## config.mk

```make
export PLATFORM = sky130hd
export DESIGN_NAME = ofsd_fifo
export DESIGN_NICKNAME = d
export VERILOG_FILES = /design/src/rtl/ofsd_pkg.sv /design/src/rtl/ofsd_fifo.sv
export SDC_FILE = /design/constraint.sdc
export NUM_CORES = 1
export LEC_CHECK = 0
export ABC_AREA = 1
export BUFFER_PORTS_ARGS = -buffer_cell sky130_fd_sc_hd__buf_2
export CAP_MARGIN = 0
export CORE_AREA = 4 4 132 134
export DETAILED_ROUTE_END_ITERATION = 10
export DIE_AREA = 0 0 136 138
export PLACE_DENSITY_LB_ADDON = 0.3
export SYNTH_ARGS = -nofsm -noshare
export SYNTH_HDL_FRONTEND = slang
export SYNTH_SLANG_ARGS = --single-unit
export TNS_END_PERCENT = 10
```

## constraint.sdc

```tcl
create_clock -name clock -period 8.86 [get_ports clock]
set_input_delay 1.329 -clock clock [delete_from_list [all_inputs] [get_ports clock]]
set_output_delay 1.329 -clock clock [all_outputs]
set_load 0.03 [all_outputs]
```

## src/rtl/ofsd_pkg.sv

```systemverilog
// ofsd_pkg: shared types and constants for the odometry frame speed decoder
// used by ofsd_front, ofsd_fifo, ofsd_back and the top level, depends on nothing
package ofsd_pkg;

   localparam int FRAME_LEN = 34;
   localparam logic [7:0] HEADER_BYTE = 8'hAA;
   localparam logic [7:0] LENGTH_BYTE = 8'd30;
   localparam logic [15:0] MS_PER_MIN = 16'd60000;

   // register indexes on the csr port
   localparam logic REG_MOTOR_CPR = 1'b0;
   localparam logic REG_WHEEL_DIV = 1'b1;

   // fields unpacked from one accepted frame
   typedef struct packed {
      logic [15:0] timestamp;
      logic [31:0] left_count;
      logic [31:0] right_count;
      logic [15:0] yaw_angle;
      logic [15:0] gyro_rate;
   } frame_type;

endpackage

```

## src/rtl/ofsd_fifo.sv

```systemverilog
// ofsd_fifo: two-entry queue of unpacked frames between front and back
// depends on ofsd_pkg
module ofsd_fifo import ofsd_pkg::*; (
   input  logic      clock,
   input  logic      reset,
   input  logic      wr_en,
   input  frame_type wr_data,
   output logic      is_full,
   input  logic      rd_en,
   output logic      is_empty,
   output frame_type rd_data
);

   frame_type  mem_ff [2];
   logic       wptr_ff, rptr_ff;
   logic [1:0] cnt_ff;

   assign is_full  = cnt_ff == 2'd2;
   assign is_empty = cnt_ff == 2'd0;
   assign rd_data  = mem_ff[rptr_ff];

   // storage
   always_ff @(posedge clock) begin
      if (wr_en) mem_ff[wptr_ff] <= wr_data;
   end

   // pointers and fill count
   always_ff @(posedge clock) begin
      if (reset) begin
         wptr_ff <= 1'b0;
         rptr_ff <= 1'b0;
         cnt_ff  <= '0;
      end else begin
         if (wr_en) wptr_ff <= ~wptr_ff;
         if (rd_en) rptr_ff <= ~rptr_ff;
         cnt_ff <= cnt_ff + 2'(wr_en) - 2'(rd_en);
      end
   end

endmodule

```

=== Word level (Yosys, flattened, before mapping) ===
Memory sizes are Yosys's and may differ from the RTL's. A register that Yosys moved wholly into a read port is not among the register bits.
Index checks and enable logic that the tools add are counted.

* Flip-flop bits (word level): 4
* Latch bits: 0
* Bits in writable memories: 224
* ROM bits: 0
* Input bits: 116
* Output and inout port bits: 114
* Logic and storage cells: 14
* Memories: 1

* Reductions and logical operators: 1
* Div/mod/pow operators: 0
* Mux-type cells: 4
* Magnitude comparators: 0
* Multiply operators: 0
* Bitwise operators: 2
* Shifts and indexed selects: 0
* Add/subtract/negate cells: 2
* Equality and inequality tests: 1

{| class="wikitable"
|+ Memories
! name !! words !! width !! read ports !! clocked after Yosys merged registers in !! write ports !! line !! text
|-
| mem_ff || 2 || 112 || 1 || 1 || 1 || ofsd_fifo.sv:14 || <nowiki>frame_type mem_ff [2];</nowiki>
|}

{| class="wikitable"
|+ Operators with widths
! operator !! count
|-
| 2-to-1 mux 1 bit || 4
|-
| adder 2 x 1 -> 2 bit || 1
|-
| equality test 2 bit (second input constant) || 1
|-
| zero test 2 bit || 1
|-
| inverter 1 bit || 2
|-
| subtractor 2 x 1 -> 2 bit || 1
|}

=== Depth between registers and ports, before layout ===
* Depth in word-level cells: 3
* Depth in mapped cells: 9
* Gate-level depth less buffers: 9

=== Worst setup path before layout ===
OpenSTA, ideal clock, no wires.

* Kind: input -> register
* Start point: input port wr_en
* End point: memory mem_ff[0][0] (netlist name) (enable)
* Setup time: 587 ps
* Stages: 2
* Slack: 2,217 ps
* Buffers on the path: 0
* Arrival: 6,055 ps
* Data required time: 8,273 ps
* Cells stage by stage: inv_1 nor2_1

* Cells in the longest elaborated chain, start to end: 2

{| class="wikitable"
|+ RTL lines
! what !! line !! text
|-
| start: declaration || ofsd_fifo.sv:6 || <nowiki>input logic wr_en,</nowiki>
|-
| 2-to-1 mux 1 bit || ofsd_fifo.sv:24 || <nowiki>if (wr_en) mem_ff[wptr_ff] <= wr_data;</nowiki>
|-
| 2-to-1 mux 1 bit (not written as such) || ofsd_fifo.sv:24 ||
|-
| end: declaration || ofsd_fifo.sv:14 ||
|}

Every way passes these cells.

==> qor.yml <==
initial_core_util: 0.5110
die_h_um: 138
hold_ws_ns: 0.5197
area_growth_pct: 24.30
fillers: 1154
remaining_drc_errors: 0
synth.most_common_cell: "edfxtp_1"
cts_made_buffers: 23
cts_tree: "built"
cp.depth: 3
maxCapViolations: 0
cts_buffer_depth: 3
ys_async_sr_fraction: 0
wire_per_inst_um: 18.16
place_inst: 820
die_w_um: 136
htree_levels: 1
timing.slew.headroom: 0.3782
cp.arrival_ns: 2.70
fmax_mhz: 248.0
hold_path_class: "reg -> reg"
postRouteAntennaNets: 0
final_area_um2: 10350
synth_top_area_share: 0.8081
fp.dieArea_um2: 18770
fin_cells: 858
synth-edff-count: 224
vias: 4271
skew_ns: 0.01594
ys_seq_area_frac: 0.8201
cp-end-kind: "output port"
crit_path_cell_trace: "buf_4 -> mux2_2 -> buf_2"
clock-sinks: 229
cts_root_buffer: "clkbuf_16"
yosys-top-cells-count: "224 x edfxtp_1, 112 x mux2_2, 8 x buf_6, 8 x inv_1, 8 x nor2_1"
routabilityCongestion: 0.7201
period_minus_slack_ns: 4.033
finalMaxSlewViolations: 0
period_share: 0.4552
dp_hpwl_um: 10290
drive_above_1_share: 0.5940
regArea_um2: 6830
synth-seq-cells: 229
power.leakage_nw: 3.904
yosysUniqueCellTypes: 14
setup_violations: 0
hold_depth: 2
fin_nets: 743
antenna_found_initial: 3
worst_pin_slew_ns: 0.9327
ir_worst_vdd_mv: 0.1481
synth_nets: 497
firstDrtPassIters: 4
rsz0062_at_grt: "no"
drt-total-wl_um: 15580
yosysTopAreaCell: "edfxtp_1"
start_kind: "register"
io_buffers: 229
reg2reg_depth: 3
grt_pass1_wl_um: 24180
antenna_cells: 0
crit_fanout: 70
cts_resized: 0
status: "complete, no violations"
overflow: 0
critPathRequiredTime_ns: 7.53
syn-mean-instance-area_um2: 21.96
power.density_nw_per_um2: 238.2
placedInstanceArea_um2: 9677
post-cts-setup-buffers: 0
clk_latency_ns: 0.50
finalPower_mw: 2.465
worstSetupPathType: "reg -> out"
path_clk_slew_ns: 0.06
ys_top_cells_by_area: "edfxtp_1 81%, mux2_2 15%, dfxtp_1 1.2%"
synth_area_um2: 8324
grt_usage: 0.1620
hold_violations: 0
yosys_warnings: 0
grt_pass1_vias: 4620
synth_ff_type: "edfxtp_1"
drt_iter0_drc: 224
setup_tns_ns: 0
cp_slowest_cell: "buf_4"
crit_buf_inv: 2
cpPeakStageDelay_ns: 0.77
io_pins: 230
syn_inst: 379
critical-path-top-delay-family: "buffers and inverters"
vias_per_cell: 4.978
multi_input_area_um2: 1363
design.core.area_um2: 16290
row_count: 47
grt_max_degree: 71
hold_buffers: 0
==> metal layers <==
layer,track usage,share of wire,wire (µm)
met5,0,0.0022,34
met4,0.04881,0.024,380
met3,0.05342,0.094,1465
met2,0.2605,0.48,7422
met1,0.2113,0.40,6276
==> tightest hold or removal path, delay by kind of cell, from the launching register on <==
kind	cells	cell delay (ns)
xor gates and xnor gates	1	0.08
DFF	1	0.33
and+or+nand+nor	1	0.08
==> flip-flops by register name (all words and copies together) (netlist names), named ones only <==
signal	count
mem_ff	224
wptr_ff	1
cnt_ff	2
rptr_ff	1
==> metrics by stage <==
stage / utilization / setup slack, ns
6_report: 0.6352 / 4.827
5_1_grt: 0.6352 / 4.683
4_1_cts: 0.6352 / 4.769
3_5_place_dp: 0.5941 / 5.318
3_3_place_gp: 0.5941 / 5.337
2_1_floorplan: - / 2.217
==> cells by family (layout without fill, tap and decap cells) <==
kind of cell | Yosys count | count (layout) | synth area share
buf+inv | 20 | 279 | 0.01714
flops | 229 | 229 | 0.8201
mux | 112 | 112 | 0.1515
xor+xnor | 1 | 1 | 0.001052
fa+ha+maj | 2 | 2 | 0.003006
simple gates | 14 | 14 | 0.006612
compound gates | 1 | 1 | 0.0006007
==> power by group <==
part / switching [mW] / leakage (nW) / internal (mW)
Combinational: 0.207 / 1.42 / 0.112
Clock: 0.367 / 0.335 / 0.503
Sequential: 0.0199 / 2.14 / 1.26
Total: 0.594 / 3.90 / 1.87
==> final timing paths <==
path | start | endpoint | slack, ns
worst max-delay path | register | rd_data[44] | 4.83
worst min-delay path | rptr_ff | register | 0.52
worst max register to register | wptr_ff | mem_ff[1][62] | 6.62
worst min register to register | rptr_ff | register | 0.52
==> layout by cell type, fill, tap and decap left out <==
cell       instances
buf_2            229
edfxtp_1         224
inv_4              1
mux2_2           112
nor2_1             7
inv_6              1
nor3_1             1
buf_4              4
nor2_4             1
inv_1              7
a21oi_1            1
nand3_1            1
dfxtp_1            4
ha_1               2
xnor2_1            1
clkinv_2           6
clkinv_1           2
clkbuf_1           5
bufinv_16          1
clkbuf_16         23
dfxtp_4            1
nand2_1            4
==> cell type report <==
type	instances	share of cell area
flip-flops and latches	229	0.6601
multi-input cells	130	0.1317
repair buffers	233	0.1137
clock buffers	28	0.05744
well taps	220	0.02660
clock inverters	10	0.007376
inverters	8	0.003144
No activity file was read; power rests on OpenSTA's default activity.
