<file path="config.mk">
export PLATFORM = sky130hd
export DESIGN_NAME = ofsd_front
export DESIGN_NICKNAME = d
export VERILOG_FILES = /design/src/rtl/ofsd_pkg.sv /design/src/rtl/ofsd_front.sv
export SDC_FILE = /design/constraint.sdc
export NUM_CORES = 1
export LEC_CHECK = 0
export ABC_AREA = 1
export BUFFER_PORTS_ARGS = -buffer_cell sky130_fd_sc_hd__buf_2
export CORE_ASPECT_RATIO = 0.75
export CORE_MARGIN = 2
export CORE_UTILIZATION = 48
export CTS_BUF_LIST = sky130_fd_sc_hd__clkbuf_16
export CTS_CLUSTER_SIZE = 8
export DETAILED_ROUTE_END_ITERATION = 7
export GPL_TIMING_DRIVEN = 0
export HOLD_SLACK_MARGIN = 0.1
export PLACE_DENSITY = 0.82
export SETUP_SLACK_MARGIN = 0.2
export SYNTH_ARGS = -nofsm -noshare
export SYNTH_HDL_FRONTEND = slang
export SYNTH_SLANG_ARGS = --single-unit
</file>
<file path="constraint.sdc">
create_clock -name clock -period 2.7 [get_ports clock]
set_input_delay 0.54 -clock clock [delete_from_list [all_inputs] [get_ports clock]]
set_output_delay 0.54 -clock clock [all_outputs]
set_load 0.01 [all_outputs]
</file>
<file path="src/rtl/ofsd_pkg.sv">
// ofsd_pkg: shared types and constants for the odometry frame speed decoder
// used by ofsd_front, ofsd_fifo, ofsd_back and the top level, depends on nothing
package ofsd_pkg;

   localparam int FRAME_LEN = 34;
   localparam logic [7:0] HEADER_BYTE = 8'hAA;
   localparam logic [7:0] LENGTH_BYTE = 8'd30;
   localparam logic [15:0] MS_PER_MIN = 16'd60000;

   // register indexes on the csr port
   localparam logic REG_MOTOR_CPR = 1'b0;
   localparam logic REG_WHEEL_DIV = 1'b1;

   // fields unpacked from one accepted frame
   typedef struct packed {
      logic [15:0] timestamp;
      logic [31:0] left_count;
      logic [31:0] right_count;
      logic [15:0] yaw_angle;
      logic [15:0] gyro_rate;
   } frame_type;

endpackage

</file>
<file path="src/rtl/ofsd_front.sv">
// ofsd_front: header hunt, byte collection and length check of one frame
// depends on ofsd_pkg
module ofsd_front import ofsd_pkg::*; (
   input  logic        clock,
   input  logic        reset,
   input  logic        byte_take,
   input  logic [7:0]  rx_byte,
   output logic        frame_push,
   output frame_type   frame
);

   localparam logic [5:0] LAST_POS = 6'(FRAME_LEN - 1);

   logic [5:0] pos_ff, pos_in;
   logic       len_ok_ff;
   frame_type  frame_ff;
   logic [1:0] lane;

   assign lane = pos_ff[1:0] - 2'd2;
   assign frame = frame_ff;
   assign frame_push = byte_take && pos_ff == LAST_POS && len_ok_ff;

   // position counter, zero means hunting for the header
   always_comb begin
      pos_in = pos_ff;
      if (byte_take) begin
         if (pos_ff == '0) begin
            if (rx_byte == HEADER_BYTE) pos_in = 6'd1;
         end else if (pos_ff == LAST_POS) begin
            pos_in = '0;
         end else begin
            pos_in = pos_ff + 6'd1;
         end
      end
   end

   always_ff @(posedge clock) begin
      if (reset) begin
         pos_ff <= '0;
      end else begin
         pos_ff <= pos_in;
      end
   end

   // capture the fields as their bytes go by
   always_ff @(posedge clock) begin
      if (byte_take) begin
         case (pos_ff) inside
            6'd2:        len_ok_ff <= (rx_byte == LENGTH_BYTE);
            6'd5:        frame_ff.timestamp[7:0] <= rx_byte;
            6'd6:        frame_ff.timestamp[15:8] <= rx_byte;
            [6'd10:6'd13]: frame_ff.left_count[8*lane +: 8] <= rx_byte;
            [6'd14:6'd17]: frame_ff.right_count[8*lane +: 8] <= rx_byte;
            6'd26:       frame_ff.yaw_angle[7:0] <= rx_byte;
            6'd27:       frame_ff.yaw_angle[15:8] <= rx_byte;
            6'd28:       frame_ff.gyro_rate[7:0] <= rx_byte;
            6'd29:       frame_ff.gyro_rate[15:8] <= rx_byte;
            default: begin
            end
         endcase
      end
   end

endmodule

</file>
**Yosys cells after proc, flatten, opt, wreduce, memory -nomap -nowiden**

Cells that the tools add are included.
W data, S select, Z words.

- Add/subtract/negate cells: 3
- Shift operators: 2
- Eq/ne operators: 11
- Bitwise operators: 8
- Magnitude comparators: 4
- Muxes and demuxes: 5
- Reduce and logical (&&, ||, !) cells: 15

Operator list:

| cell | number |
|---|---|
| $bwmux W32 | 2 |
| $neg A5 Y34 | 1 |
| $shift A8 B34 Y32 const A | 1 |
| $shiftx A8 B34 Y32 | 1 |
| $eq A6 B5 Y1 const B | 4 |
| $mux W6 | 3 |
| $eq A6 B3 Y1 const B | 2 |
| $ge A6 B4 Y1 const B | 2 |
| $reduce_and A10 Y1 | 1 |
| $reduce_and A9 Y1 | 1 |
| $eq A8 B5 Y1 const B | 1 |
| $eq A8 B8 Y1 const B | 1 |
| $not A1 Y1 | 8 |
| $reduce_and A8 Y1 | 1 |
| $reduce_and A7 Y1 | 1 |
| $add A6 B1 Y6 const B | 1 |
| $eq A6 B2 Y1 const B | 1 |
| $eq A6 B6 Y1 const B | 1 |
| $le A6 B4 Y1 const B | 1 |
| $le A6 B5 Y1 const B | 1 |
| $logic_not A6 Y1 | 1 |
| $reduce_and A6 Y1 | 1 |
| $reduce_and A5 Y1 | 1 |
| $logic_and A1 B1 Y1 | 4 |
| other kinds (5) | 6 |

- Logic and storage cells: 58
- Output and inout port bits: 113
- Input bits: 11
- Bits in registers: 119

**Longest topological paths before layout**

- Depth after elaboration: 4
- Depth in mapped cells: 9
- Depth with buffers taken out: 9

**Worst setup path after synthesis**

No wires, ideal clock.

- Path kind: reg2reg
- Start point: register pos_ff[0]
- End point: register frame_ff (netlist bit frame[40]), enable pin
- Stages on the path, launching flop included: 9
- Library setup time: 370 ps
- Path slack: 718 ps
- Required time: 2,330 ps
- Arrival time: 1,612 ps
- Path through: dfxtp_1 > inv_1 > ha_1 > inv_1 > nor3_1 > nand2_1 > nand3_2 > nand3b_1 > nor2_1

- Word-level cells in the longest chain between the ends: 4

Ends and longest elaborated chain:

| what | RTL line | RTL |
|---|---|---|
| from (decl) | ofsd_front.sv:14 | `logic [5:0] pos_ff, pos_in;` |
| from (signal assigned) | ofsd_front.sv:41 | `pos_ff <= pos_in;` |
| $ge A6 B4 Y1 (no source line) or $le A6 B4 Y1 (tied branches) | -- |  |
| $logic_and A1 B1 Y1 (no source line) | -- |  |
| $not A1 Y1 (no source line) | -- |  |
| $reduce_and A6 Y1 (no source line) (*) | -- |  |
| to (decl) | ofsd_front.sv:16 | `frame_type frame_ff;` |

Every way passes the cells marked *; elsewhere a longest branch is shown, timed or not.
A chain may end at the register's enable or synchronous reset.

**Worst setup path in the final report**

- Start point: register pos_ff[0]
- End point: register frame_ff (netlist bit frame[36]), enable pin

The elaborated chain is that of the path after synthesis.

==> key figures <==
Run status
  • Result of the run: complete, no violations

Synthesis
  • Synth Instances: about 300
  • Seq cells post-synth: 119
  • Area contributors post-synth: edfxtp_1 (78%), nor2_1 (4.8%), nand2_1 (3.5%), dfxtp_1 (2.8%), inv_1 (2.0%)
  • Post-synth EDFFs: roughly 110
  • Post-synth net total: ~310
  • Top cell type's share of synthesized area: 0.784
  • Seq/Total Area, Yosys: 0.811
  • Most common cell in the netlist: edfxtp_1
  • Mapped Avg Cell Area: approximately 15 sq um
  • Predominant post-synthesis flop cell: edfxtp_1
  • Synth cell types: 24
  • Top cells by count, synth: edfxtp_1 (113), nor2_1 (55), nand2_1 (40)
  • Count of warnings emitted by yosys: 0
  • Async S/R FF share, synth: 0
  • Mapped Area: approximately 4300 sq um
  • Post-synth top area cell: edfxtp_1

Routing
  • Initial DRC count: 322
  • Routed wire length: 10,100 microns
  • Vias per inst: ~5.2
  • WL per Instance: 18.2 microns
  • Detailed-route via count: a little under 3,000
  • DR DRC count: 0
  • Routed Antenna Nets: 0
  • First-pass DRT Iterations: 5

Floorplan
  • Die H: approximately 86 microns
  • Starting Density: 0.504
  • Core area: roughly 8600 sq um
  • Row Count: 29
  • # IOs: between 100 and 150
  • Die ar.: ~9800 sq um
  • Die width: 114 microns

Timing
  • Setup tns final: 0 ns
  • Setup ws final: between 0.15 and 0.2 ns
  • Final Cycle Share: 0.935
  • Setup-failing EPs final: 0
  • Final setup skew: 0.0139 ns
  • Final Hold Viols: 0
  • Worst Tran Pin Value: just under 0.8 ns
  • RSZ-0062 raised after global routing: true
  • Final worst path period need: approximately 2.5 ns
  • F_max: 396 MHz
  • Hold WS: ~0.33 ns
  • Slew HR: 0.479
  • Max-slew violations: 0

Placement
  • PortBufs: between 100 and 150
  • Post-DP HPWL: about 6700 microns
  • Pre-CTS setup slack: roughly 0.16 ns
  • Final RePlAce weighted congestion: 0.942
  • Placed Cells: 523

Cells and area
  • Layout cells sized above 1: 0.398
  • Final cell count without fillers: roughly 560
  • Area Growth Syn to Fin: 32.1%
  • Fin nets: between 400 and 500
  • Filler cell count: 585
  • Antenna fix cells: 0
  • Utilization after layout: 0.665

Pwr
  • Logic gate share of total power: 0.129
  • Sequential share of power: 0.416
  • Int Pwr: 0.00385 W
  • P_sw: 0.00134 W
  • Max VDD drop: approximately 440 uV
  • Sw Share: 0.259
  • Clock Power Share: 0.456
  • P_leak: about 2.3 nW
  • Power density cells: between 900 and 1000 nW/um^2

Critical path
  • Reg2Reg Setup Slack: between 0.15 and 0.2 ns
  • Worst setup SP type: flip-flop
  • Worst r2r path cells: 8
  • CP Max Fanout: 8
  • Required time of the critical path: 2.74 ns
  • Crit. End Element: flip-flop
  • Arrival time worst endpoint: 2.56 ns
  • Critical path class: reg2reg
  • Critical path origin: pos_ff[0]
  • RR Endpoint: frame[36]
  • Reg2reg start: pos_ff[0]
  • Worst setup path endpoint: frame[36]

Global route
  • Total GRT Usage: 0.213
  • Largest net degree at the start of global routing: 17
  • Initial antenna violation count: 0
  • Grt ovf: 0
  • First-pass GRT wire length: 15,000 microns
  • Vias in the first global route: 2,755

Clock network
  • Clock Sinks: approximately 120
  • Setup Fix Bufs, Post-CTS: 0
  • CTS tree: built
  • Worst-Skew Late Latency: between 0.4 and 0.5 ns
  • CTS Buf Count: 17
  • Root buffer cell: clkbuf_16
  • Post-CTS Hold Fix Bufs: 0
  • Deepest clock path buffer count: 2
  • Reg clk slew, reported paths: 0.05 ns
  • Max H-tree Level: 4

Job
  • Max cap viols: 0

Min path
  • Hold Crit Class: in2reg
## worst min path at each step
stage / startpoint / endpoint / cells past startpoint
finish: reset / pos_ff[3] / 2
global route: reset / pos_ff[5] / 2
CTS: reset / pos_ff[5] / 2
detailed placement: pos_ff[5] / pos_ff[5] / 2
global placement: pos_ff[5] / pos_ff[5] / 2
floorplan: pos_ff[5] / pos_ff[5] / 2
## through the flow
step	total power, W	area, sq um
after floorplan	0.00264	4330
after global placement	0.00281	5080
after detailed placement	0.00282	5080
after CTS	0.00520	5710
after global routing	0.00535	5720
final	0.00519	5720
## routing by layer
metal,share of wire,up-vias,global-route usage
li1,-,1302,-
met1,0.40,1406,0.285
met2,0.48,172,0.323
met3,0.10,16,0.0664
met4,0.019,0,0.103
met5,0,-,0
## critical path, stage by stage, from the launching register on
cell and delay (ns):
dfxtp_1 0.44, inv_1 0.18, ha_1 0.28, inv_1 0.15, nor3_1 0.10, nand2_1 0.09
nand3_2 0.09, nand3b_1 0.32, nor2_2 0.51
## power by group through the flow
stage	clock [W]	combinational, W	sequential [W]
after floorplan	0	0.000444	0.00219
after global routing	0.00246	0.000725	0.00216
final	0.00237	0.000667	0.00216
after global placement	0	0.000619	0.00219
after detailed placement	0	0.000632	0.00219
after CTS	0.00239	0.000654	0.00216
## kinds of logic after synthesis
family | count (synthesis) | synth area share
compound gates | 8 | 0.0113
flops | 119 | 0.811
simple gates | 130 | 0.135
fa+ha+maj | 4 | 0.0116
xor+xnor | 1 | 0.00202
buf+inv | 31 | 0.0292
## layout by cell type, fill, tap and decap left out, drive strengths merged, types with 3 or more instances in the layout
master / n
nor2: 63
buf: 125
ha: 4
nand4: 4
dfxtp: 6
clkinv: 5
nand2: 42
edfxtp: 113
nor3: 3
bufinv: 4
inv: 31
nand3: 15
a21oi: 4
clkbuf: 18
## final cells by class
type | instances | area, sq um | area share
repair buffers | 122 | 611 | 0.107
inverters | 27 | 101 | 0.0177
plain buffers | 4 | 25.0 | 0.00438
well taps | 108 | 135 | 0.0236
multi-input cells | 143 | 708 | 0.124
flip-flops and latches | 119 | 3510 | 0.614
clock inverters | 15 | 200 | 0.0350
clock buffers | 17 | 425 | 0.0744
## registers in the layout, summed over array words and instances (netlist names)
register,cells
frame,112
pos_ff,6
len_ok_ff,1
## what timing repair did
item,4_1_cts,5_1_grt
endpoints found under the hold margin,0,0
pin swaps,0,0
setup endpoints to repair,32,48
gates cloned,0,0
resized for setup,4,2
Note: power is estimated with default switching activity, not from simulation.
