## src/rtl/ofsd_pkg.sv

```systemverilog
// ofsd_pkg: shared types and constants for the odometry frame speed decoder
// used by ofsd_front, ofsd_fifo, ofsd_back and the top level, depends on nothing
package ofsd_pkg;

   localparam int FRAME_LEN = 34;
   localparam logic [7:0] HEADER_BYTE = 8'hAA;
   localparam logic [7:0] LENGTH_BYTE = 8'd30;
   localparam logic [15:0] MS_PER_MIN = 16'd60000;

   // register indexes on the csr port
   localparam logic REG_MOTOR_CPR = 1'b0;
   localparam logic REG_WHEEL_DIV = 1'b1;

   // fields unpacked from one accepted frame
   typedef struct packed {
      logic [15:0] timestamp;
      logic [31:0] left_count;
      logic [31:0] right_count;
      logic [15:0] yaw_angle;
      logic [15:0] gyro_rate;
   } frame_type;

endpackage

```

## src/rtl/ofsd_div.sv

```systemverilog
// ofsd_div: signed 48 by unsigned 32 divider, two quotient bits a cycle,
// truncating and saturating to 32 bits signed; depends on nothing
module ofsd_div (
   input  logic               clock,
   input  logic               reset,
   input  logic               start,
   input  logic signed [47:0] num,
   input  logic        [31:0] den,
   output logic               done,
   output logic signed [31:0] quot
);

   logic        busy_ff, done_ff, neg_ff, sat_ff;
   logic [3:0]  cnt_ff;
   logic [31:0] rem_ff, low_ff, q_ff, d_ff;
   logic [47:0] mag;
   logic [32:0] t1, t2;
   logic [31:0] r1, r2;

   assign mag = num[47] ? 48'(-num) : 48'(num);

   // two restoring steps
   always_comb begin
      t1 = {rem_ff, low_ff[31]};
      r1 = (t1 >= {1'b0, d_ff}) ? 32'(t1 - {1'b0, d_ff}) : t1[31:0];
      t2 = {r1, low_ff[30]};
      r2 = (t2 >= {1'b0, d_ff}) ? 32'(t2 - {1'b0, d_ff}) : t2[31:0];
   end

   always_ff @(posedge clock) begin
      if (reset) begin
         busy_ff <= 1'b0;
         done_ff <= 1'b0;
      end else begin
         done_ff <= 1'b0;
         if (start) begin
            busy_ff <= 1'b1;
            cnt_ff  <= '0;
            neg_ff  <= num[47];
            sat_ff  <= {16'd0, mag} >= {1'b0, den, 31'd0};
            rem_ff  <= {16'd0, mag[47:32]};
            low_ff  <= mag[31:0];
            d_ff    <= den;
         end else if (busy_ff) begin
            rem_ff <= r2;
            low_ff <= {low_ff[29:0], 2'b00};
            q_ff   <= {q_ff[29:0], t1 >= {1'b0, d_ff}, t2 >= {1'b0, d_ff}};
            cnt_ff <= cnt_ff + 4'd1;
            if (cnt_ff == 4'd15) begin
               busy_ff <= 1'b0;
               done_ff <= 1'b1;
            end
         end
      end
   end

   // sign and saturation
   always_comb begin
      if (sat_ff) quot = neg_ff ? 32'sh8000_0000 : 32'sh7FFF_FFFF;
      else        quot = neg_ff ? 32'(-q_ff) : 32'(q_ff);
   end

   assign done = done_ff;

endmodule

```

## src/rtl/ofsd_back.sv

```systemverilog
// ofsd_back: deltas, interval, four rpm divisions per timed frame, result register
// depends on ofsd_pkg and ofsd_div
module ofsd_back import ofsd_pkg::*; (
   input  logic               clock,
   input  logic               reset,
   input  logic               q_empty,
   input  frame_type          q_data,
   output logic               q_pop,
   input  logic [15:0]        motor_cpr,
   input  logic [15:0]        wheel_div,
   output logic               out_valid,
   input  logic               out_take,
   output logic signed [31:0] left_count,
   output logic signed [31:0] right_count,
   output logic signed [15:0] yaw_angle,
   output logic signed [15:0] gyro_rate,
   output logic signed [31:0] left_motor_rpm,
   output logic signed [31:0] right_motor_rpm,
   output logic signed [31:0] left_wheel_rpm,
   output logic signed [31:0] right_wheel_rpm,
   output logic [15:0]        interval_ms,
   output logic               speeds_valid,
   output logic               zero_interval
);

   typedef enum logic [2:0] {S_IDLE, S_PREP, S_MUL, S_START, S_DIV, S_OUT} state_type;

   state_type   state_ff;
   logic        base_ff, valid_ff, spd_ff, zero_ff;
   frame_type   cur_ff;
   logic [15:0] prev_ts_ff, dt_ff;
   logic [31:0] prev_lc_ff, prev_rc_ff, dl_ff, dr_ff, denm_ff, denw_ff;
   logic signed [47:0] numl_ff, numr_ff;
   logic signed [31:0] rpm_ff [4];
   logic signed [31:0] res [4];
   logic [3:0]  done;
   logic [15:0] mdiv, wdiv;
   logic        out_load;

   assign mdiv  = (motor_cpr == '0) ? 16'd1 : motor_cpr;
   assign wdiv  = (wheel_div == '0) ? 16'd1 : wheel_div;
   assign q_pop = state_ff == S_IDLE && !q_empty;
   assign out_load = state_ff == S_OUT && (!valid_ff || out_take);

   // four dividers run side by side
   ofsd_div u_div_lm (.clock, .reset, .start(state_ff == S_START), .num(numl_ff),
                      .den(denm_ff), .done(done[0]), .quot(res[0]));
   ofsd_div u_div_rm (.clock, .reset, .start(state_ff == S_START), .num(numr_ff),
                      .den(denm_ff), .done(done[1]), .quot(res[1]));
   ofsd_div u_div_lw (.clock, .reset, .start(state_ff == S_START), .num(numl_ff),
                      .den(denw_ff), .done(done[2]), .quot(res[2]));
   ofsd_div u_div_rw (.clock, .reset, .start(state_ff == S_START), .num(numr_ff),
                      .den(denw_ff), .done(done[3]), .quot(res[3]));

   // sequencer, previous-frame state and result register
   always_ff @(posedge clock) begin
      if (reset) begin
         state_ff   <= S_IDLE;
         base_ff    <= 1'b0;
         valid_ff   <= 1'b0;
         prev_ts_ff <= '0;
         prev_lc_ff <= '0;
         prev_rc_ff <= '0;
      end else begin
         if (out_load) valid_ff <= 1'b1;
         else if (out_take) valid_ff <= 1'b0;
         case (state_ff)
            S_IDLE: begin
               if (!q_empty) begin
                  cur_ff   <= q_data;
                  state_ff <= S_PREP;
               end
            end
            S_PREP: begin
               dt_ff      <= cur_ff.timestamp - prev_ts_ff;
               dl_ff      <= cur_ff.left_count - prev_lc_ff;
               dr_ff      <= cur_ff.right_count - prev_rc_ff;
               spd_ff     <= base_ff;
               zero_ff    <= base_ff && cur_ff.timestamp == prev_ts_ff;
               for (int i = 0; i < 4; i++) rpm_ff[i] <= '0;
               base_ff    <= 1'b1;
               prev_ts_ff <= cur_ff.timestamp;
               prev_lc_ff <= cur_ff.left_count;
               prev_rc_ff <= cur_ff.right_count;
               if (base_ff && cur_ff.timestamp != prev_ts_ff) state_ff <= S_MUL;
               else state_ff <= S_OUT;
            end
            S_MUL: begin
               numl_ff  <= 48'($signed(dl_ff)) * 48'($signed({1'b0, MS_PER_MIN}));
               numr_ff  <= 48'($signed(dr_ff)) * 48'($signed({1'b0, MS_PER_MIN}));
               denm_ff  <= 32'(mdiv) * 32'(dt_ff);
               denw_ff  <= 32'(wdiv) * 32'(dt_ff);
               state_ff <= S_START;
            end
            S_START: state_ff <= S_DIV;
            S_DIV: begin
               if (&done) begin
                  for (int i = 0; i < 4; i++) rpm_ff[i] <= res[i];
                  state_ff <= S_OUT;
               end
            end
            S_OUT: begin
               if (out_load) begin
                  left_count      <= cur_ff.left_count;
                  right_count     <= cur_ff.right_count;
                  yaw_angle       <= cur_ff.yaw_angle;
                  gyro_rate       <= cur_ff.gyro_rate;
                  left_motor_rpm  <= rpm_ff[0];
                  right_motor_rpm <= rpm_ff[1];
                  left_wheel_rpm  <= rpm_ff[2];
                  right_wheel_rpm <= rpm_ff[3];
                  interval_ms     <= spd_ff ? dt_ff : 16'd0;
                  speeds_valid    <= spd_ff;
                  zero_interval   <= zero_ff;
                  state_ff        <= S_IDLE;
               end
            end
            default: state_ff <= S_IDLE;
         endcase
      end
   end

   assign out_valid = valid_ff;

endmodule

```

## config.mk

```make
export PLATFORM = sky130hd
export DESIGN_NAME = ofsd_back
export DESIGN_NICKNAME = d
export VERILOG_FILES = /design/src/rtl/ofsd_pkg.sv /design/src/rtl/ofsd_div.sv /design/src/rtl/ofsd_back.sv
export SDC_FILE = /design/constraint.sdc
export NUM_CORES = 2
export LEC_CHECK = 0
export BUFFER_PORTS_ARGS = -buffer_cell sky130_fd_sc_hd__buf_2
export CORE_UTILIZATION = 30
export CTS_CLUSTER_SIZE = 8
export DETAILED_ROUTE_END_ITERATION = 10
export MAX_ROUTING_LAYER = met4
export SLEW_MARGIN = 20
export SYNTH_ARGS = -nofsm -noshare
export SYNTH_HDL_FRONTEND = slang
export SYNTH_SLANG_ARGS = --single-unit
```

## constraint.sdc

```tcl
create_clock -name clock -period 70.7 [get_ports clock]
set_input_delay 21.21 -clock clock [delete_from_list [all_inputs] [get_ports clock]]
set_output_delay 21.21 -clock clock [all_outputs]
set_load 0.05 [all_outputs]
```

Yosys cells after proc, flatten, opt, wreduce, memory -nomap -nowiden
Memories as Yosys holds them, arrays and structs flattened. A register that Yosys moved wholly into a read port is not among the register bits. Index checks and enable logic that the tools add are counted.

Input bits: 148. Bits in read-only memories: 0. Bits in latches: 0. Flip-flop bits (word level): 1021. Memory bits (writable): 128. Memories: 1.

Memory list: rpm_ff (depth 4, width 32, rd ports 4, clocked after memory_dff 4, wr ports 4, line ofsd_back.sv:34) `logic signed [31:0] rpm_ff [4];`.

Bitwise gates (word level): 11. Multiply operators: 4. Muxes and demuxes: 76. Add/sub/neg operators: 21. Div/mod/pow operators: 0. Order comparisons: 12. Reductions and logical operators: 34. Equality and inequality tests: 14. Shifts and indexed selects: 0.

Operators with widths (count): 32-bit 2-to-1 mux (34); 32-bit subtractor (10); 33-bit by 32-bit >= comparator with 1-bit output (8); 48-bit by 63-bit >= comparator with 1-bit output (4); 32-bit negator (4); 16-bit 2-to-1 mux (6); 48-bit 2-to-1 mux (2); 48-bit negator (2); 32-bit by 12-bit multiplier with 43-bit output, second input constant (2); 16-bit by 16-bit multiplier with 32-bit output (2); 16-bit logical NOT (2); 1-bit 2-to-1 mux (25); 3-bit AND reduction (7); 3-bit case mux with 6 select lines (1); 4-bit by 1-bit adder with 4-bit output, second input constant (4); 16-bit == test (1); 4-bit == test, second input constant (4); 4-bit 2-to-1 mux (4); 16-bit != test (1); 16-bit subtractor (1); 2-bit AND reduction (7); 3-bit 2-to-1 mux (4); 3-bit OR reduction (4); 2-bit nonzero test (5); 11 further kinds (28).

Depth between registers and ports, before layout
Depth after elaboration: 6. Gate-level depth with buffers: 29.

By module
Synthesis repeated with hierarchy kept, for this count alone.

Cells, all modules: 10883. Area total of the unflattened synthesis: 108773.1 µm².

Modules (own cells, without submodules): ofsd_back (times used 1, area each 61142.4 µm², cells an instance 5369); ofsd_div (u_div_lw ...) (times used 2, area each 12072.8 µm², cells an instance 1403); ofsd_div (u_div_rw) (times used 1, area each 12077.8 µm², cells an instance 1392); ofsd_div (u_div_lm) (times used 1, area each 11407.2 µm², cells an instance 1316).

Worst setup path before layout
OpenSTA, ideal clock, no wires.

Kind: input port to output port. Start: input port q_empty. End: output port q_pop. Arrival: 22659 ps. Path slack: 26831 ps. Stages: 1. Cells stage by stage: nor4_1.

Word-level cells in the longest chain between the ends: 2.

RTL lines: start: declaration (line ofsd_back.sv:6) `input logic q_empty,`; 1-bit logical NOT; 1-bit logical AND (line ofsd_back.sv:42) `assign q_pop = state_ff == S_IDLE && !q_empty;`; end: declaration (line ofsd_back.sv:8) `output logic q_pop,`.

Every way passes these cells.

Worst setup path after layout
Same ends and word-level chain as after synthesis.

==> flow_metrics.py <==
metrics = {
    "setup_path": {
        "critPathArrivalTime_ps": 21780,
        "critical_path_buf_inv_count": 2,
        "slowest_stage": "buf_2",
        "r2r_start": "u_div_rm.d_ff[1]$_DFFE_PP_",
        "start_kind": "primary input",
        "reg2reg_slack_ps": 62610,
        "crit_type": "primary input to primary output",
        "crit_path_end_kind": "primary output",
        "r2r_cells": 25,
        "cpLargestDelayFamily": "buffers and inverters",
        "timing.rr.end": "u_div_lm.rem_ff[5]$_DFFE_PP_",
        "slowest_delay_ps": 300,
        "cp.required_ps": 49490,
        "path_cells": "buf_2 > nor4_1 > buf_2",
        "crit_fanout": 3,
        "crit_top_cell": "buf_2",
    },
    "sta": {
        "setup_viol": 0,
        "post-route-period-util_pct": 60.8,
        "max_freq_ghz": 0.0233,
        "min_period_ps": 42990,
        "slew_violations": 0,
        "holdWs_ps": 395,
        "slew_headroom_pct": 29.6,
        "fin_setup_tns_ps": 0,
        "worst_pin_slew_ps": 1050,
        "hold_viol_final": 0,
        "rsz0062_at_grt": "false",
        "clock-skew-final_ps": 140,
        "setup_slack_ps": 27710,
    },
    "cts": {
        "clock_latency_ps": 900,
        "clock-root-buffer": "clkbuf_16",
        "cts_tree": "yes",
        "cts_hold_buf": 0,
        "cts_buffer_depth": 4,
        "cts_max_level": 4,
        "cts_setup_buffers": 0,
        "clk_pin_slew_ps": 50,
        "ctsResizeCount": 0,
        "cts.sink_count": 1257,
        "cts_buffers": 184,
    },
    "worst_hold_path": {
        "min_path_type": "flip-flop to flip-flop",
        "min_path_cells": 0,
        "worstHoldStart": "cur_ff[25]$_DFFE_PP_",
        "hold_end": "yaw_angle[9]$_DFFE_PP_",
    },
    "placed_design": {
        "dp_hpwl_mm": 184,
        "pre_cts_ws_ps": 27710,
        "gp_congestion": 0.909,
        "place_area_um2": 106000,
        "port_buffers": 391,
    },
    "layout": {
        "layout_commonest_cell": "inv_1",
        "final_cell_area_um2": 111000,
        "final_nets": 11700,
        "final_cell_mix": "1230 x inv_1, 1164 x edfxtp_1, 938 x ha_1",
        "area_growth_pct": 12.6,
        "drive_gt1_share_pct": 8.08,
    },
    "die": {
        "coreArea_um2": 328000,
        "initial_utilization_pct": 30.2,
        "std_cell_rows": 210,
        "ios": 392,
        "fp.dieArea_um2": 332000,
        "die_width_um": 576,
        "die_h_um": 576,
    },
    "power": {
        "p_leak_uw": 0.0458,
        "p_per_area_nw_per_um2": 37.9,
        "vdd_drop_max_v": 0.0000542,
    },
    "run": {
        "max-cap-violations": 0,
    },
    "synthesis": {
        "ys_warn_count": 0,
        "synthArstFlopShare_pct": 0,
        "synth_seq_cells": 1257,
        "synth_area_um2": 98900,
        "synthCells": 9505,
        "synth_area_per_cell_um2": 10.4,
        "seq_area_frac_synth_pct": 37.2,
        "synth_edf_count": 1164,
        "synth_cell_types": 84,
        "syn-num-nets": 11300,
        "synth_flop_cell": "edfxtp_1",
    },
    "grt": {
        "grt_pass1_vias": 68400,
        "antenna_found_initial": 22,
        "grt_max_degree": 162,
        "grt_pass1_wl_mm": 383,
        "grt-ovfl-total": 0,
        "groute.usage.overall_pct": 14.8,
    },
    "drt": {
        "dr.first_iter.drc_count": 4430,
        "routed_wl_mm": 243,
        "drc": 0,
        "viasPerCell": 4.80,
        "firstDrtPassIters": 6,
        "avgRoutedWirePerCell_um": 16.9,
        "antenna_left": 0,
        "vias": 68900,
    },
    "run_status": {
        "outcome": "complete, no violations",
    },
}
==> worst register-to-register path, delay by kind of cell, from the launching register on <==
kind,cells,cell delay (ps)
AOI/OAI and AO/OA,16,4710
adders and majority gates,2,660
buffers and inverters,4,1420
DFF,1,350
muxes,1,380
and+or+nand+nor,2,290
==> per-layer routing <==
layer | global-route usage (%) | part of all wire [%] | up-vias
met3 | 2.15 | 4.9 | 383
met4 | 5.27 | 3.6 | 0
met5 | - | 0 | -
met1 | 19.7 | 47 | 33400
li1 | - | - | 33600
met2 | 23.1 | 45 | 1561
==> worst max-delay path by stage <==
stage / startpoint / endpoint / cells past startpoint
final: q_empty / q_pop / 3
after global placement: q_empty / q_pop / 3
after CTS: q_empty / q_pop / 3
after global routing: q_empty / q_pop / 3
after detailed placement: q_empty / q_pop / 3
after floorplan: q_empty / q_pop / 1
==> stage by stage <==
stage | power, uW | utilization, % | instances
after floorplan | 2880 | - | 9505
after global placement | 3390 | 32.3 | 14000
after detailed placement | 3400 | 32.3 | 14000
after CTS | 4260 | 34.0 | 14300
after global routing | 4630 | 34.0 | 14400
final | 4220 | 34.0 | 14400
==> power breakdown <==
part	internal [uW]	leakage [uW]	switching, uW
Clock	495	0.00256	333
Sequential	978	0.0113	20.1
Combinational	1050	0.0319	1350
Total	2520	0.0458	1700
==> flip-flops by register name, indices dropped and copies added, names as in the netlist, 43 cells and up <==
register and count:
numr_ff 43, rpm_ff 128, numl_ff 43, cur_ff 112
==> synth_stat cells (all sizes together) (19+ instances only) <==
cell type	instances	area share, %
or3	52	0.35
ha	938	12
and2	260	1.6
a211o	19	0.17
nor3	132	0.67
nand2	767	2.9
nand4	68	0.43
nor3b	32	0.24
mux2i	120	1.2
a21boi	27	0.20
a31oi	44	0.28
xor2	198	1.8
a21o	192	1.5
a21oi	604	3.1
nor2	703	2.7
mux2	53	0.60
nor4	52	0.33
o21bai	46	0.35
o21a	196	1.5
inv	1230	4.7
fa	704	14
dfxtp	93	1.9
and3	45	0.28
nor2b	109	0.69
o211ai	35	0.27
a211oi	65	0.49
buf	38	0.17
o22a	55	0.49
edfxtp	1164	35
clkbuf	251	0.95
o31ai	52	0.40
o41ai	35	0.31
nand3	115	0.58
or4	40	0.32
or2	19	0.12
o21ai	298	1.5
nand2b	99	0.63
xnor2	342	3.0
==> kinds of logic after synthesis <==
family | count (synthesis) | share of synthesized area (%)
AO/OA/AOI/OAI | 1837 | 12.0
XOR/XNOR | 540 | 4.78
adder cells (fa/ha/maj) | 1642 | 26.1
buffers and inverters | 1521 | 5.80
flip-flops | 1257 | 37.2
multiplexers | 173 | 1.82
AND/OR/NAND/NOR | 2535 | 12.2
==> layout make-up <==
| type | instances | area [um2] |
|---|---|---|
| antenna | 28 | 70.1 |
| clock buffer | 274 | 5050 |
| clock inverter | 19 | 297 |
| fill | 33000 | 216000 |
| inverter | 1232 | 4620 |
| multi-input combinational | 6727 | 56500 |
| sequential | 1257 | 36800 |
| tap | 4346 | 5440 |
| timing repair buffer | 468 | 2550 |
No activity file was read; power rests on OpenSTA's default activity.
